### src/hw/rtl/lpht_pkg.sv
// Shared constants, codes, types and the remainder step for the linear probe hash table.
package lpht_pkg;

	// Table geometry.
	localparam int SLOTS = 17;
	localparam int IDX_W = $clog2(SLOTS);
	localparam int REM_W = IDX_W + 1;

	// Field widths of the item and result beats.
	localparam int KIND_W    = 2;
	localparam int KEY_W     = 31;
	localparam int VAL_W     = 32;
	localparam int STAT_W    = 3;
	localparam int CNT_OUT_W = 5;

	// Home slot reduction: the key is folded one byte per cycle.
	localparam int RADIX_W   = 8;
	localparam int MOD_STEPS = (KEY_W + RADIX_W - 1) / RADIX_W;
	localparam int HASH_W    = MOD_STEPS * RADIX_W;
	localparam int STEP_W    = $clog2(MOD_STEPS + 1);

	// Probe numbering runs a little past SLOTS because reads are issued one ahead.
	localparam int PRB_W  = $clog2(SLOTS + 3);
	localparam int LIVE_W = $clog2(SLOTS + 1);

	// Operation codes; the unused code behaves as a lookup.
	localparam logic [KIND_W-1:0] KIND_INSERT = 2'd0;
	localparam logic [KIND_W-1:0] KIND_DELETE = 2'd1;
	localparam logic [KIND_W-1:0] KIND_LOOKUP = 2'd2;

	// Result status codes.
	localparam logic [STAT_W-1:0] STAT_NEW      = 3'd0;
	localparam logic [STAT_W-1:0] STAT_REPLACED = 3'd1;
	localparam logic [STAT_W-1:0] STAT_FOUND    = 3'd2;
	localparam logic [STAT_W-1:0] STAT_MISSING  = 3'd3;
	localparam logic [STAT_W-1:0] STAT_FULL     = 3'd4;

	// Slot occupancy codes.
	localparam logic [1:0] SLOT_EMPTY = 2'd0;
	localparam logic [1:0] SLOT_LIVE  = 2'd1;
	localparam logic [1:0] SLOT_TOMB  = 2'd2;

	// Verdict on one examined slot.
	typedef struct packed {
		logic              stop;   // search ends at this slot
		logic              hit;    // live slot holding the searched key
		logic [STAT_W-1:0] stat;   // status if it ends here or the search gives up
	} dec_t;

	// Folds one byte into a running remainder modulo SLOTS, one bit per
	// conditional subtract.
	function automatic logic [IDX_W-1:0] mod_byte(input logic [IDX_W-1:0] r,
			input logic [RADIX_W-1:0] b);
		logic [REM_W-1:0] t;
		t = REM_W'(r);
		for (int i = RADIX_W - 1; i >= 0; i--) begin
			t = {t[IDX_W-1:0], b[i]};
			if (t >= REM_W'(SLOTS)) begin
				t = t - REM_W'(SLOTS);
			end
		end
		return t[IDX_W-1:0];
	endfunction

endpackage

### src/hw/rtl/lpht_ram.sv
// Generic simple dual port RAM with one write port and a registered read port.
module lpht_ram #(
	parameter int WIDTH = 32,
	parameter int DEPTH = 16
) (
	input  logic                     clk,
	input  logic                     we,
	input  logic [$clog2(DEPTH)-1:0] waddr,
	input  logic [WIDTH-1:0]         wdata,
	input  logic                     re,
	input  logic [$clog2(DEPTH)-1:0] raddr,
	output logic [WIDTH-1:0]         rdata
);

	logic [WIDTH-1:0] mem_q [DEPTH];

	always_ff @(posedge clk) begin
		if (we) begin
			mem_q[waddr] <= wdata;
		end
		if (re) begin
			rdata <= mem_q[raddr];
		end
	end

endmodule

### src/hw/rtl/lpht_hash.sv
// Multi-cycle home slot unit: reduces the key modulo the slot count one byte per cycle.
module lpht_hash (
	input  logic                       clk,
	input  logic                       arst_n,
	input  logic                       go,
	input  logic [lpht_pkg::KEY_W-1:0] key,
	output logic                       done,
	output logic [lpht_pkg::IDX_W-1:0] home
);

	logic                              active_q;
	logic                              done_q;
	logic [lpht_pkg::STEP_W-1:0]       cnt_q;
	logic [lpht_pkg::HASH_W-1:0]       shreg_q;
	logic [lpht_pkg::IDX_W-1:0]        rem_q;

	always_ff @(posedge clk or negedge arst_n) begin
		if (!arst_n) begin
			active_q <= 1'b0;
			done_q   <= 1'b0;
			cnt_q    <= '0;
		end else begin
			done_q <= 1'b0;
			if (go) begin
				active_q <= 1'b1;
				cnt_q    <= lpht_pkg::STEP_W'(lpht_pkg::MOD_STEPS);
			end else if (active_q) begin
				cnt_q <= cnt_q - lpht_pkg::STEP_W'(1);
				if (cnt_q == lpht_pkg::STEP_W'(1)) begin
					active_q <= 1'b0;
					done_q   <= 1'b1;
				end
			end
		end
	end

	// Most significant byte first, so the remainder is Horner's rule in base 256.
	always_ff @(posedge clk) begin
		if (go) begin
			shreg_q <= lpht_pkg::HASH_W'(key);
			rem_q   <= '0;
		end else if (active_q) begin
			shreg_q <= shreg_q << lpht_pkg::RADIX_W;
			rem_q   <= lpht_pkg::mod_byte(rem_q,
				shreg_q[lpht_pkg::HASH_W-1 -: lpht_pkg::RADIX_W]);
		end
	end

	assign done = done_q;
	assign home = rem_q;

endmodule

### src/hw/rtl/lpht_cmp.sv
// Slot examiner: judges one probed slot against the searched key for the current operation.
module lpht_cmp (
	input  logic [lpht_pkg::KIND_W-1:0] kind,
	input  logic [1:0]                  slot_st,
	input  logic [lpht_pkg::KEY_W-1:0]  slot_key,
	input  logic [lpht_pkg::KEY_W-1:0]  key,
	output lpht_pkg::dec_t              dec
);

	logic live;
	logic key_eq;

	assign live   = (slot_st == lpht_pkg::SLOT_LIVE);
	assign key_eq = (slot_key == key);

	always_comb begin
		dec.hit = live && key_eq;
		if (kind == lpht_pkg::KIND_INSERT) begin
			// Any slot that is not live can take the pair; a tombstone is reused.
			dec.stop = !live || key_eq;
			if (!live) begin
				dec.stat = lpht_pkg::STAT_NEW;
			end else if (key_eq) begin
				dec.stat = lpht_pkg::STAT_REPLACED;
			end else begin
				dec.stat = lpht_pkg::STAT_FULL;
			end
		end else begin
			// Search passes over tombstones and stops only at an empty slot or a hit.
			dec.stop = (slot_st == lpht_pkg::SLOT_EMPTY) || dec.hit;
			dec.stat = dec.hit ? lpht_pkg::STAT_FOUND : lpht_pkg::STAT_MISSING;
		end
	end

endmodule

### src/hw/rtl/linear_probe_hash_table.sv
// Top level of the open addressing hash table with linear probing.
// The hash unit folds the key into its home slot, then one slot per cycle is judged until the
// search ends, p (1 to SLOTS) being the slots examined; done is registered from the last one.
// Busy drops with done, so a new item is taken only once the last one is through;
// the receiver cannot stall, so results never hold up the sequencer.
// Reset: arst_n clears every slot to empty and the live count to zero, but not the RAMs.
module linear_probe_hash_table (
	input  logic                              clk,
	input  logic                              arst_n,
	input  logic                              start,
	output logic                              busy,
	input  logic [lpht_pkg::KIND_W-1:0]       kind,
	input  logic [lpht_pkg::KEY_W-1:0]        key,
	input  logic signed [lpht_pkg::VAL_W-1:0] value,
	output logic                              done,
	output logic [lpht_pkg::STAT_W-1:0]       status,
	output logic signed [lpht_pkg::VAL_W-1:0] found_value,
	output logic [lpht_pkg::CNT_OUT_W-1:0]    probe_count,
	output logic [lpht_pkg::CNT_OUT_W-1:0]    entry_count
);

	// Sequencer states, one-hot.
	typedef enum logic [2:0] {
		ST_IDLE  = 3'b001,
		ST_HASH  = 3'b010,
		ST_PROBE = 3'b100
	} state_t;

	state_t                            state_q;

	// Operation under way, captured from the accepted beat.
	logic [lpht_pkg::KIND_W-1:0]       kind_q;
	logic [lpht_pkg::KEY_W-1:0]        key_q;
	logic [lpht_pkg::VAL_W-1:0]        value_q;

	// Read issue side: the next slot to read and its probe number.
	logic [lpht_pkg::IDX_W-1:0]        idx_q;
	logic [lpht_pkg::PRB_W-1:0]        issued_q;

	// Judge stage: the slot whose RAM data is arriving this cycle.
	logic                              v_s1;
	logic [lpht_pkg::IDX_W-1:0]        idx_s1;
	logic [1:0]                        slot_s1;
	logic [lpht_pkg::PRB_W-1:0]        probe_s1;

	// Occupancy of every slot lives in flops so that reset can clear it at once.
	logic [1:0]                        slot_st_q [lpht_pkg::SLOTS];
	logic [lpht_pkg::LIVE_W-1:0]       live_q;
	logic [lpht_pkg::LIVE_W-1:0]       live_nxt;

	// Result beat registers.
	logic                              done_q;
	logic [lpht_pkg::STAT_W-1:0]       status_q;
	logic [lpht_pkg::VAL_W-1:0]        found_q;
	logic [lpht_pkg::CNT_OUT_W-1:0]    probe_q;
	logic [lpht_pkg::CNT_OUT_W-1:0]    entry_q;

	logic                              accept;
	logic                              hash_done;
	logic [lpht_pkg::IDX_W-1:0]        home;
	logic                              rd_en;
	logic [lpht_pkg::IDX_W-1:0]        idx_next;
	logic [lpht_pkg::KEY_W-1:0]        rd_key;
	logic [lpht_pkg::VAL_W-1:0]        rd_value;
	lpht_pkg::dec_t                    dec;
	logic                              finish;
	logic                              ins_write;
	logic                              del_write;

	assign busy   = (state_q != ST_IDLE);
	assign accept = start && !busy;

	// Home slot: key modulo SLOTS, folded byte by byte.
	lpht_hash u_hash (
		.clk    (clk),
		.arst_n (arst_n),
		.go     (accept),
		.key    (key),
		.done   (hash_done),
		.home   (home)
	);

	// Probing walks forward one slot per cycle and wraps from the last slot to slot zero.
	assign idx_next = (idx_q == lpht_pkg::IDX_W'(lpht_pkg::SLOTS - 1)) ?
		'0 : idx_q + lpht_pkg::IDX_W'(1);
	assign rd_en = (state_q == ST_PROBE);

	// The search ends at a deciding slot, or after the last of SLOTS probes.
	assign finish = (state_q == ST_PROBE) && v_s1 &&
		(dec.stop || (probe_s1 == lpht_pkg::PRB_W'(lpht_pkg::SLOTS)));

	// An insert writes the pair at the slot that stopped it, new or replaced alike.
	// A delete that hits turns its slot into a tombstone.
	assign ins_write = finish && dec.stop && (kind_q == lpht_pkg::KIND_INSERT);
	assign del_write = finish && dec.hit && (kind_q == lpht_pkg::KIND_DELETE);

	lpht_ram #(
		.WIDTH (lpht_pkg::KEY_W),
		.DEPTH (lpht_pkg::SLOTS)
	) u_key_ram (
		.clk   (clk),
		.we    (ins_write),
		.waddr (idx_s1),
		.wdata (key_q),
		.re    (rd_en),
		.raddr (idx_q),
		.rdata (rd_key)
	);

	lpht_ram #(
		.WIDTH (lpht_pkg::VAL_W),
		.DEPTH (lpht_pkg::SLOTS)
	) u_value_ram (
		.clk   (clk),
		.we    (ins_write),
		.waddr (idx_s1),
		.wdata (value_q),
		.re    (rd_en),
		.raddr (idx_q),
		.rdata (rd_value)
	);

	// One shared comparator judges the slot whose data has just come out of the RAMs.
	lpht_cmp u_cmp (
		.kind     (kind_q),
		.slot_st  (slot_s1),
		.slot_key (rd_key),
		.key      (key_q),
		.dec      (dec)
	);

	// Live entries rise on a fresh insert and fall on a delete hit.
	always_comb begin
		live_nxt = live_q;
		if (ins_write && !dec.hit) begin
			live_nxt = live_q + lpht_pkg::LIVE_W'(1);
		end else if (del_write) begin
			live_nxt = live_q - lpht_pkg::LIVE_W'(1);
		end
	end

	// Sequencer, slot occupancy and live count.
	always_ff @(posedge clk or negedge arst_n) begin
		if (!arst_n) begin
			state_q <= ST_IDLE;
			v_s1    <= 1'b0;
			done_q  <= 1'b0;
			live_q  <= '0;
			for (int i = 0; i < lpht_pkg::SLOTS; i++) begin
				slot_st_q[i] <= lpht_pkg::SLOT_EMPTY;
			end
		end else begin
			done_q <= finish;
			v_s1   <= (state_q == ST_PROBE);
			live_q <= live_nxt;
			if (ins_write) begin
				slot_st_q[idx_s1] <= lpht_pkg::SLOT_LIVE;
			end else if (del_write) begin
				slot_st_q[idx_s1] <= lpht_pkg::SLOT_TOMB;
			end
			case (state_q)
				ST_IDLE: begin
					if (accept) begin
						state_q <= ST_HASH;
					end
				end
				ST_HASH: begin
					if (hash_done) begin
						state_q <= ST_PROBE;
					end
				end
				ST_PROBE: begin
					if (finish) begin
						state_q <= ST_IDLE;
					end
				end
				default: begin
					state_q <= ST_IDLE;
				end
			endcase
		end
	end

	// Operands, probe addresses and the judge stage, but for its valid flag, carry no reset.
	always_ff @(posedge clk) begin
		if (accept) begin
			kind_q  <= kind;
			key_q   <= key;
			value_q <= value;
		end
		if ((state_q == ST_HASH) && hash_done) begin
			idx_q    <= home;
			issued_q <= lpht_pkg::PRB_W'(1);
		end else if (state_q == ST_PROBE) begin
			idx_q    <= idx_next;
			issued_q <= issued_q + lpht_pkg::PRB_W'(1);
		end
		if (state_q == ST_PROBE) begin
			idx_s1   <= idx_q;
			slot_s1  <= slot_st_q[idx_q];
			probe_s1 <= issued_q;
		end
	end

	// The result beat is built in the cycle the search ends and shown for one cycle.
	always_ff @(posedge clk) begin
		if (finish) begin
			status_q <= dec.stat;
			found_q  <= (dec.hit && (kind_q != lpht_pkg::KIND_INSERT)) ? rd_value : '0;
			probe_q  <= lpht_pkg::CNT_OUT_W'(probe_s1);
			entry_q  <= lpht_pkg::CNT_OUT_W'(live_nxt);
		end
	end

	assign done        = done_q;
	assign status      = status_q;
	assign found_value = found_q;
	assign probe_count = probe_q;
	assign entry_count = entry_q;

	// The result beat appears only once the sequencer is free again.
	assert property (@(posedge clk) disable iff (!arst_n) done |-> !busy)
		else $error("result beat while the sequencer is busy");

	// Accepting an item makes the block busy in the next cycle.
	assert property (@(posedge clk) disable iff (!arst_n) accept |=> busy)
		else $error("accepted item did not start the sequencer");

	// The live count never exceeds the number of slots.
	assert property (@(posedge clk) disable iff (!arst_n)
		live_q <= lpht_pkg::LIVE_W'(lpht_pkg::SLOTS))
		else $error("live count beyond slot count");

	// A slot is never judged past the last permitted probe.
	assert property (@(posedge clk) disable iff (!arst_n)
		(state_q == ST_PROBE) && v_s1 |-> probe_s1 <= lpht_pkg::PRB_W'(lpht_pkg::SLOTS))
		else $error("probe count ran past the slot count");

	// A full table is only reported after every slot was examined.
	assert property (@(posedge clk) disable iff (!arst_n)
		done && (status == lpht_pkg::STAT_FULL) |->
		probe_count == lpht_pkg::CNT_OUT_W'(lpht_pkg::SLOTS))
		else $error("table full reported before all slots were probed");

endmodule
### config.mk
export PLATFORM = sky130hd
export DESIGN_NAME = linear_probe_hash_table
export DESIGN_NICKNAME = d
export VERILOG_FILES = /design/src/hw/rtl/lpht_pkg.sv /design/src/hw/rtl/lpht_ram.sv /design/src/hw/rtl/lpht_hash.sv /design/src/hw/rtl/lpht_cmp.sv /design/src/hw/rtl/linear_probe_hash_table.sv
export SDC_FILE = /design/constraint.sdc
export NUM_CORES = 1
export LEC_CHECK = 0
export BUFFER_PORTS_ARGS = -buffer_cell sky130_fd_sc_hd__buf_2
export CORE_MARGIN = 2
export CORE_UTILIZATION = 56
export DETAILED_ROUTE_END_ITERATION = 10
export GPL_ROUTABILITY_DRIVEN = 0
export PLACE_DENSITY = 0.84
export SLEW_MARGIN = 10
export SYNTH_ARGS = -nofsm -noshare
export SYNTH_HDL_FRONTEND = slang
export SYNTH_SLANG_ARGS = --single-unit
export TNS_END_PERCENT = 1
### constraint.sdc
create_clock -name clk -period 10.3 [get_ports clk]
set_input_delay 2.06 -clock clk [delete_from_list [all_inputs] [get_ports clk]]
set_output_delay 2.06 -clock clk [all_outputs]
set_load 0.005 [all_outputs]
Word-level counts from Yosys, hierarchy flattened
Memory sizes are Yosys's and may differ from the RTL's. A register that Yosys moved wholly into a read port is not among the register bits.
Index checks and enable logic that the tools add are counted.
- register bits: 218
- memory bits (writable): 1071
- input bits: 68
- output and inout port bits: 47
- logic and storage cells: 166
- memories kept: 2
- add/subtract/negate cells: 13
- $lt $le $gt $ge: 11
- equal/unequal tests: 13
- multiplexer cells: 55
- bitwise operators: 8
- reductions and logical operators: 25
- memory list (memory ; depth ; width ; rd ports ; clocked after memory_dff ; wr ports ; RTL line ; source):
    u_value_ram.mem_q ; 17 ; 32 ; 1 ; 1 ; 1 ; lpht_ram.sv:15 ; logic [WIDTH-1:0] mem_q [DEPTH];
    u_key_ram.mem_q ; 17 ; 31 ; 1 ; 1 ; 1 ; lpht_ram.sv:15 ;
- operators with widths (operator ; count):
    5-bit two-way mux ; 27
    34-bit two-way mux ; 2
    31-bit two-way mux ; 2
    6-bit by 5-bit >= comparator with 1-bit output (second input constant) ; 8
    5-bit subtractor (second input constant) ; 8
    17-bit AND ; 2
    17-bit NOT ; 2
    17-bit OR ; 2
    31-bit == test ; 1
    3-bit two-way mux ; 8
    5-bit by 1-bit adder with 5-bit output (second input constant) ; 3
    6-bit >= comparator (second input constant) ; 2
    1-bit logical AND ; 12
    5-bit NOT with 6-bit output ; 2
    2-bit binary-select mux with 5-bit select ; 1
    2-bit demux with 5-bit select ; 1
    5-bit == test (second input constant) ; 2
    1-bit two-way mux ; 10
    3-bit one-hot mux with 3 select lines ; 1
    2-bit nonzero test ; 4
    3-bit by 1-bit == test with 1-bit output (second input constant) ; 2
    6-bit by 1-bit < comparator with 1-bit output (second input constant) ; 1
    2-bit two-way mux ; 3
    5-bit by 1-bit subtractor with 5-bit output (second input constant) ; 1
    11 further kinds ; 18

Longest topological paths before layout
- depth in word-level cells: 30
- mapped depth: 57
- gate-level depth less buffers: 53

Cells and area by module
Synthesis repeated with hierarchy kept, for this count alone.
- cell total of the unflattened synthesis: 2644
- area total of the unflattened synthesis: 54219.5 um2
- modules (own cells, without submodules) (module ; times used ; cells an instance ; area an instance (um2) ; sequential area each (um2)):
    lpht_ram (u_value_ram) ; 1 ; 913 ; 21923.5 ; 17296.6
    lpht_ram (u_key_ram) ; 1 ; 886 ; 21312.9 ; 16756.1
    linear_probe_hash_table ; 1 ; 416 ; 6891.6 ; 5016.1
    lpht_hash ; 1 ; 379 ; 3694.8 ; 1176.1
    lpht_cmp ; 1 ; 50 ; 396.6 ; 0.0

Least setup slack after synthesis
Ideal clock, no wire load.
- kind: register to register
- from: reg u_hash.shreg_q[31] in the netlist's numbering
- to: reg u_hash.rem_q (netlist bit u_hash.home[1])
- library setup time: 0.079 ns
- arrival time: 10.789 ns
- required time: 10.221 ns
- slack: -0.568 ns
- stages on the path, launching flop included: 58
- buffers on the path: 5
- period minus slack after synthesis: 10.868 ns
- cell sequence: dfxtp_1 -> buf_2 -> inv_1 -> ha_1 -> or4b_4 -> a21oi_4 -> xnor2_1 -> inv_1 -> ha_1 -> or4b_1 -> a21oi_2 -> o211ai_1 -> nand2_1 -> nor2_1 -> nor2_1 -> ha_1 -> clkbuf_1 -> and3_1 -> (+22 left out) -> clkbuf_1 -> nand4_1 -> mux2i_1 -> or4b_1 -> o311ai_4 -> xnor2_1 -> ha_1 -> nor2b_1 -> a2bb2oi_2 -> nand2b_1 -> buf_4 -> xnor2_1 -> ha_1 -> nor2b_1 -> a21bo_1 -> and2_4 -> mux2_4 -> a211oi_2
- cells in the longest elaborated chain, start to end: 30
- elaborated cells between the ends (all ways): 38
- classes of those cells: add/sub: 8; order compare: 8; mux: 22
- ends and longest elaborated chain (what ; RTL line ; source):
    from (decl) ; lpht_hash.sv:14 ; logic [lpht_pkg::HASH_W-1:0] shreg_q;
    from (signal assigned) ; lpht_hash.sv:40 ; shreg_q <= lpht_pkg::HASH_W'(key);
    from (signal assigned) ; lpht_hash.sv:43 ; shreg_q <= shreg_q << lpht_pkg::RADIX_W;
    5-bit subtractor or 6-bit by 5-bit >= comparator with 1-bit output (tied branches) ; lpht_pkg.sv:59, lpht_pkg.sv:58 ;
    5-bit two-way mux * ; lpht_pkg.sv:58 ; if (t >= REM_W'(SLOTS)) begin
    5-bit two-way mux * ; lpht_hash.sv:42 ; end else if (active_q) begin
    5-bit two-way mux * ; lpht_hash.sv:39 ; if (go) begin
    5-bit subtractor or 6-bit by 5-bit >= comparator with 1-bit output (tied branches) ; lpht_pkg.sv:59, lpht_pkg.sv:58 ;
    5-bit two-way mux * ; lpht_pkg.sv:58 ;
    5-bit two-way mux * ; lpht_hash.sv:42 ;
    5-bit two-way mux * ; lpht_hash.sv:39 ;
    (+14 left out) ; -- ;
    5-bit two-way mux * ; lpht_hash.sv:42 ;
    5-bit two-way mux * ; lpht_hash.sv:39 ;
    6-bit by 5-bit >= comparator with 1-bit output or 5-bit subtractor (tied branches) ; lpht_pkg.sv:58, lpht_pkg.sv:59 ;
    5-bit two-way mux * ; lpht_pkg.sv:58 ;
    5-bit two-way mux * ; lpht_hash.sv:42 ;
    5-bit two-way mux * ; lpht_hash.sv:39 ;
    5-bit subtractor or 6-bit by 5-bit >= comparator with 1-bit output (tied branches) ; lpht_pkg.sv:59, lpht_pkg.sv:58 ;
    5-bit two-way mux * ; lpht_pkg.sv:58 ;
    to (signal assigned) ; lpht_hash.sv:44 ; rem_q <= lpht_pkg::mod_byte(rem_q,
    to (decl) ; lpht_hash.sv:15 ; logic [lpht_pkg::IDX_W-1:0] rem_q;
Mark *: on every way between the ends. The rest lies on a longest branch, timed or not. The select of a mux whose other input is x is not followed.
A chain may end at the register's enable or synchronous reset.

Worst setup path in the final report
- from: reg u_hash.rem_q (netlist bit u_hash.home[0])
- to: reg u_hash.rem_q (netlist bit u_hash.home[1])
- cells in the longest elaborated chain, start to end: 30
- elaborated cells between the ends (all ways): 38
- classes of those cells: add/sub: 8; order compare: 8; mux: 22
- ends and longest elaborated chain (what ; RTL line):
    5-bit subtractor or 6-bit by 5-bit >= comparator with 1-bit output (tied branches) ; lpht_pkg.sv:59, lpht_pkg.sv:58
    5-bit two-way mux * ; lpht_pkg.sv:58
    5-bit two-way mux * ; lpht_hash.sv:42
    5-bit two-way mux * ; lpht_hash.sv:39
    5-bit subtractor or 6-bit by 5-bit >= comparator with 1-bit output (tied branches) ; lpht_pkg.sv:59, lpht_pkg.sv:58
    5-bit two-way mux * ; lpht_pkg.sv:58
    5-bit two-way mux * ; lpht_hash.sv:42
    5-bit two-way mux * ; lpht_hash.sv:39
    (+14 left out) ; --
    5-bit two-way mux * ; lpht_hash.sv:42
    5-bit two-way mux * ; lpht_hash.sv:39
    6-bit by 5-bit >= comparator with 1-bit output or 5-bit subtractor (tied branches) ; lpht_pkg.sv:58, lpht_pkg.sv:59
    5-bit two-way mux * ; lpht_pkg.sv:58
    5-bit two-way mux * ; lpht_hash.sv:42
    5-bit two-way mux * ; lpht_hash.sv:39
    5-bit subtractor or 6-bit by 5-bit >= comparator with 1-bit output (tied branches) ; lpht_pkg.sv:59, lpht_pkg.sv:58
    5-bit two-way mux * ; lpht_pkg.sv:58
Marks and branches as above.

==> impl_results.md <==
- Outcome: finished clean
- Maximum Capacitance Violations: 0
- Critical path class: reg -> reg
- Int Power: 12.3 mW
- Final setup skew: 0.0386 ns
- CTS tree: done
- Largest net degree at the start of global routing: 178
- Pre-CTS WS: -0.650 ns
- Synth warn: 0
- CP required: 10.94 ns
- Critical Path AT: 10.74 ns
- Min Tclk post-route: 10.10 ns
- Slowest cell on the critical path: or4b_4
- Worst slew pin tran: 1.26 ns
- Yosys top cell by area: edfxtp_1
- WL final: 134000 µm
- Final Cycle Share: 98.1%
- DRT Pass-1 Iters: 9
- Vias in the first global route: 28500
- Gate power share: 37.6%
- Number of synthesized register bits: 1352
- Top-count cell post-synth: edfxtp_1
- Met1 WL: 44800 µm
- Async set-reset flop share out of synthesis: 3.62%
- Top cells by area, synth: edfxtp_1 (74%), mux4_2 (14%), dfrtp_1 (2.3%)
- TritonCTS Buffers: 121
- CP max stage delay: 0.56 ns
- Area delta synth->final: 12.8%
- Starting Density: 56.4%
- Final worst slack: 0.196 ns
- Total track usage: 27.7%
- Max-slew violation count: 0
- Mapped Cells: 2477
- Syn_nets: 2569
- Buf/Inv on CP: 6
- Met3 wire len: 13500 µm
- Maximum fanout along the worst path: 6
- Global-route wire length before repair: 194000 µm
- Die area: 0.0966 mm²
- Leak: 19.4 nW
- DR iter-0 viols: 3851
- Root Buffer Master: clkbuf_16
- Worst-path clk slew: 0.06 ns
- Layout cells sized above 1: 30.3%
- Fill count: 5705
- Overall die width: 311 µm
- Max rail drop VDD: 0.000814 V
- Met2 routed WL: 68500 µm
- Syn Area/Cell: 21.3 µm²
- Setup crit start kind: flip-flop
- CP top delay family: simple AND/OR/NAND/NOR gates
- Crit end category: flip-flop
- DP Cell Count: 3794
- Num rows: 112
- Power Density: 305 mW/mm²
- IO Pins: 115
- DRC: 0
- Gr ovfl total: 0
- Via density: 6.76
- Endpoints failing setup: 0
- Die height: 311 µm
- IO Port Bufs: 114
- Commonest cells in the netlist: edfxtp_1 (1292), mux4_2 (325), nand2_1 (122)
- Clock Power Share: 25.2%
- Dpl hpwl: 64300 µm
- Via count: 27400
- Max-slew headroom: 15.4%
- Worst skew pair latency: 0.73 ns
- Hold-fix buffers, CTS: 0
- NetSw: 5.81 mW
- Core area: 0.0933 mm²
- Yosys cell types: 79
- Clk buf depth: 3
- Initial antenna violation count: 2
- Final Non-Filler Cells: 4056
- Clk sinks: 1352
- Nets@finish: 2789
- CTS H-tree lvls: 3
- Post-synthesis sequential area ratio: 76.4%
- Sequential power share: 37.2%
- Max frequency: 99.0 MHz
- Cell Area, Synth: 0.0527 mm²
- Final ANT Viol Nets: 0
- Share of the synthesized area in the top cell type: 73.6%
- Post-DR wirelength/cell: 32.9 µm
- Final Hold Viols: 0
- Commonest register cell after synthesis: edfxtp_1
- Uppermost layer routed: met5
- Number of synthesized flops with an enable pin: 1292
- Switch share: 32.1%
- Hold Crit Class: reg -> reg
power by group through the flow:
stage               Clock [mW]  Combinational [mW]  Sequential [mW]
finish                    4.56                6.81             6.75
floorplan                    0                4.45             6.70
detailed placement           0                5.48             6.84
CTS                       4.58                5.89             6.73
global placement             0                5.10             6.79
global route              4.77                7.27             6.78
worst paths after layout:
path,slack (ns),start,cells after the start,endpoint
max in group asynchronous,8.28,arst_n,2,u_hash.active_q$_DFF_PN0_
min reg2reg,0.46,probe_s1[0]$_DFFE_PP_,0,probe_count[0]$_DFFE_PP_
min in group asynchronous,1.50,arst_n,2,live_q[1]$_DFF_PN0_
max,0.20,u_hash.home[0]$_SDFFE_PP0P_,52,u_hash.home[1]$_SDFFE_PP0P_
min,0.46,probe_s1[0]$_DFFE_PP_,0,probe_count[0]$_DFFE_PP_
max reg2reg,0.20,u_hash.home[0]$_SDFFE_PP0P_,52,u_hash.home[1]$_SDFFE_PP0P_
metal layers:
| metal | vias to the layer above | track usage (%) |
|---|---|---|
| met4 | 2 | 13.6 |
| met1 | 14200 | 34.7 |
| met5 | - | 0 |
| met2 | 2150 | 46.8 |
| met3 | 475 | 5.36 |
| li1 | 10600 | - |
metrics by stage:
step | hold WS (ns) | instance area [µm²] | setup TNS (ns) | utilization [%] | power [mW]
after floorplan | 0.418 | 52800 | 0 | - | 11.1
after global placement | 0.434 | 55100 | 0 | 59.0 | 11.9
after detailed placement | 0.442 | 55100 | -2.23 | 59.0 | 12.3
after CTS | 0.461 | 59200 | 0 | 63.4 | 17.2
after global routing | 0.468 | 59400 | -0.429 | 63.7 | 18.8
final | 0.459 | 59400 | 0 | 63.7 | 18.1
area by class of cell:
class / instances / area, µm² / area share [%]
antenna: 2 / 5.00 / 0.00842
clock buffer: 164 / 3310 / 5.58
clock inverter: 62 / 632 / 1.06
inverter: 34 / 131 / 0.221
multi-input combinational: 980 / 12200 / 20.5
sequential: 1352 / 40200 / 67.7
tap: 1254 / 1570 / 2.64
timing repair buffer: 208 / 1310 / 2.21
state kept, by name, indices dropped and copies added, names as in the netlist, 2 cells and up, named ones only:
signal             cells
idx_s1                 5
state_q                3
u_hash.home            5
status                 3
key_q                 31
found_value           32
value_q               32
live_q                 5
u_value_ram.rdata     32
idx_q                  5
entry_count            5
slot_s1                2
probe_count            5
u_value_ram.mem_q    544
u_hash.cnt_q           3
kind_q                 2
u_hash.shreg_q        32
u_key_ram.mem_q      527
probe_s1               5
issued_q               5
u_key_ram.rdata       31
repair_timing:
| item | 4_1_cts | 5_1_grt |
|---|---|---|
| resized for setup | 8 | 19 |
| pin swaps | 7 | 16 |
| gates cloned | 0 | 0 |
| hold endpoints to repair | 0 | 0 |
| setup endpoints to repair | 5 | 5 |
| setup buffers | 13 | 21 |
cell families after synthesis:
group,Yosys count,share of synthesized area [%]
simple gates,341,3.21
mux,412,15.7
fa+ha+maj,24,0.570
compound gates,138,1.92
buf+inv,145,1.08
xor+xnor,65,1.09
flops,1352,76.4
worst reg2reg max path: cells and delay by family (launching register included):
kind,cells,cell delay (ns)
adders and majority gates,8,1.49
muxes,3,0.59
DFF,1,0.38
AOI/OAI and AO/OA,14,2.41
and+or+nand+nor,16,3.79
buffers and inverters,6,0.53
xor gates and xnor gates,5,0.81
cells in the final DEF (no fill, tap or decap), types with 5 or more instances in the layout:
master     instances
xnor2_1           37
clkinv_1          29
nor4_1             6
a21oi_1           29
nand2_1          121
clkbuf_16        125
edfxtp_1        1292
and3_1            13
o211ai_1           9
and2_1            38
nand3_1           13
a21o_1            17
a211oi_1           8
ha_1              14
mux2_2            69
nor2b_1            9
nor2_4            15
or2_2              5
inv_1             27
mux4_2           325
dfxtp_1           10
buf_2            114
bufinv_16         13
buf_4             91
mux2i_1           14
clkbuf_1          35
a31oi_1            6
clkinv_2          15
nand2b_1           9
o21ai_0           22
inv_2              5
and4_1             5
nand4_1           11
nor2_1            51
nor3_1            12
ha_2               5
ha_4               5
xor2_1            22
dfrtp_1           48
No activity file was read; power rests on OpenSTA's default activity.
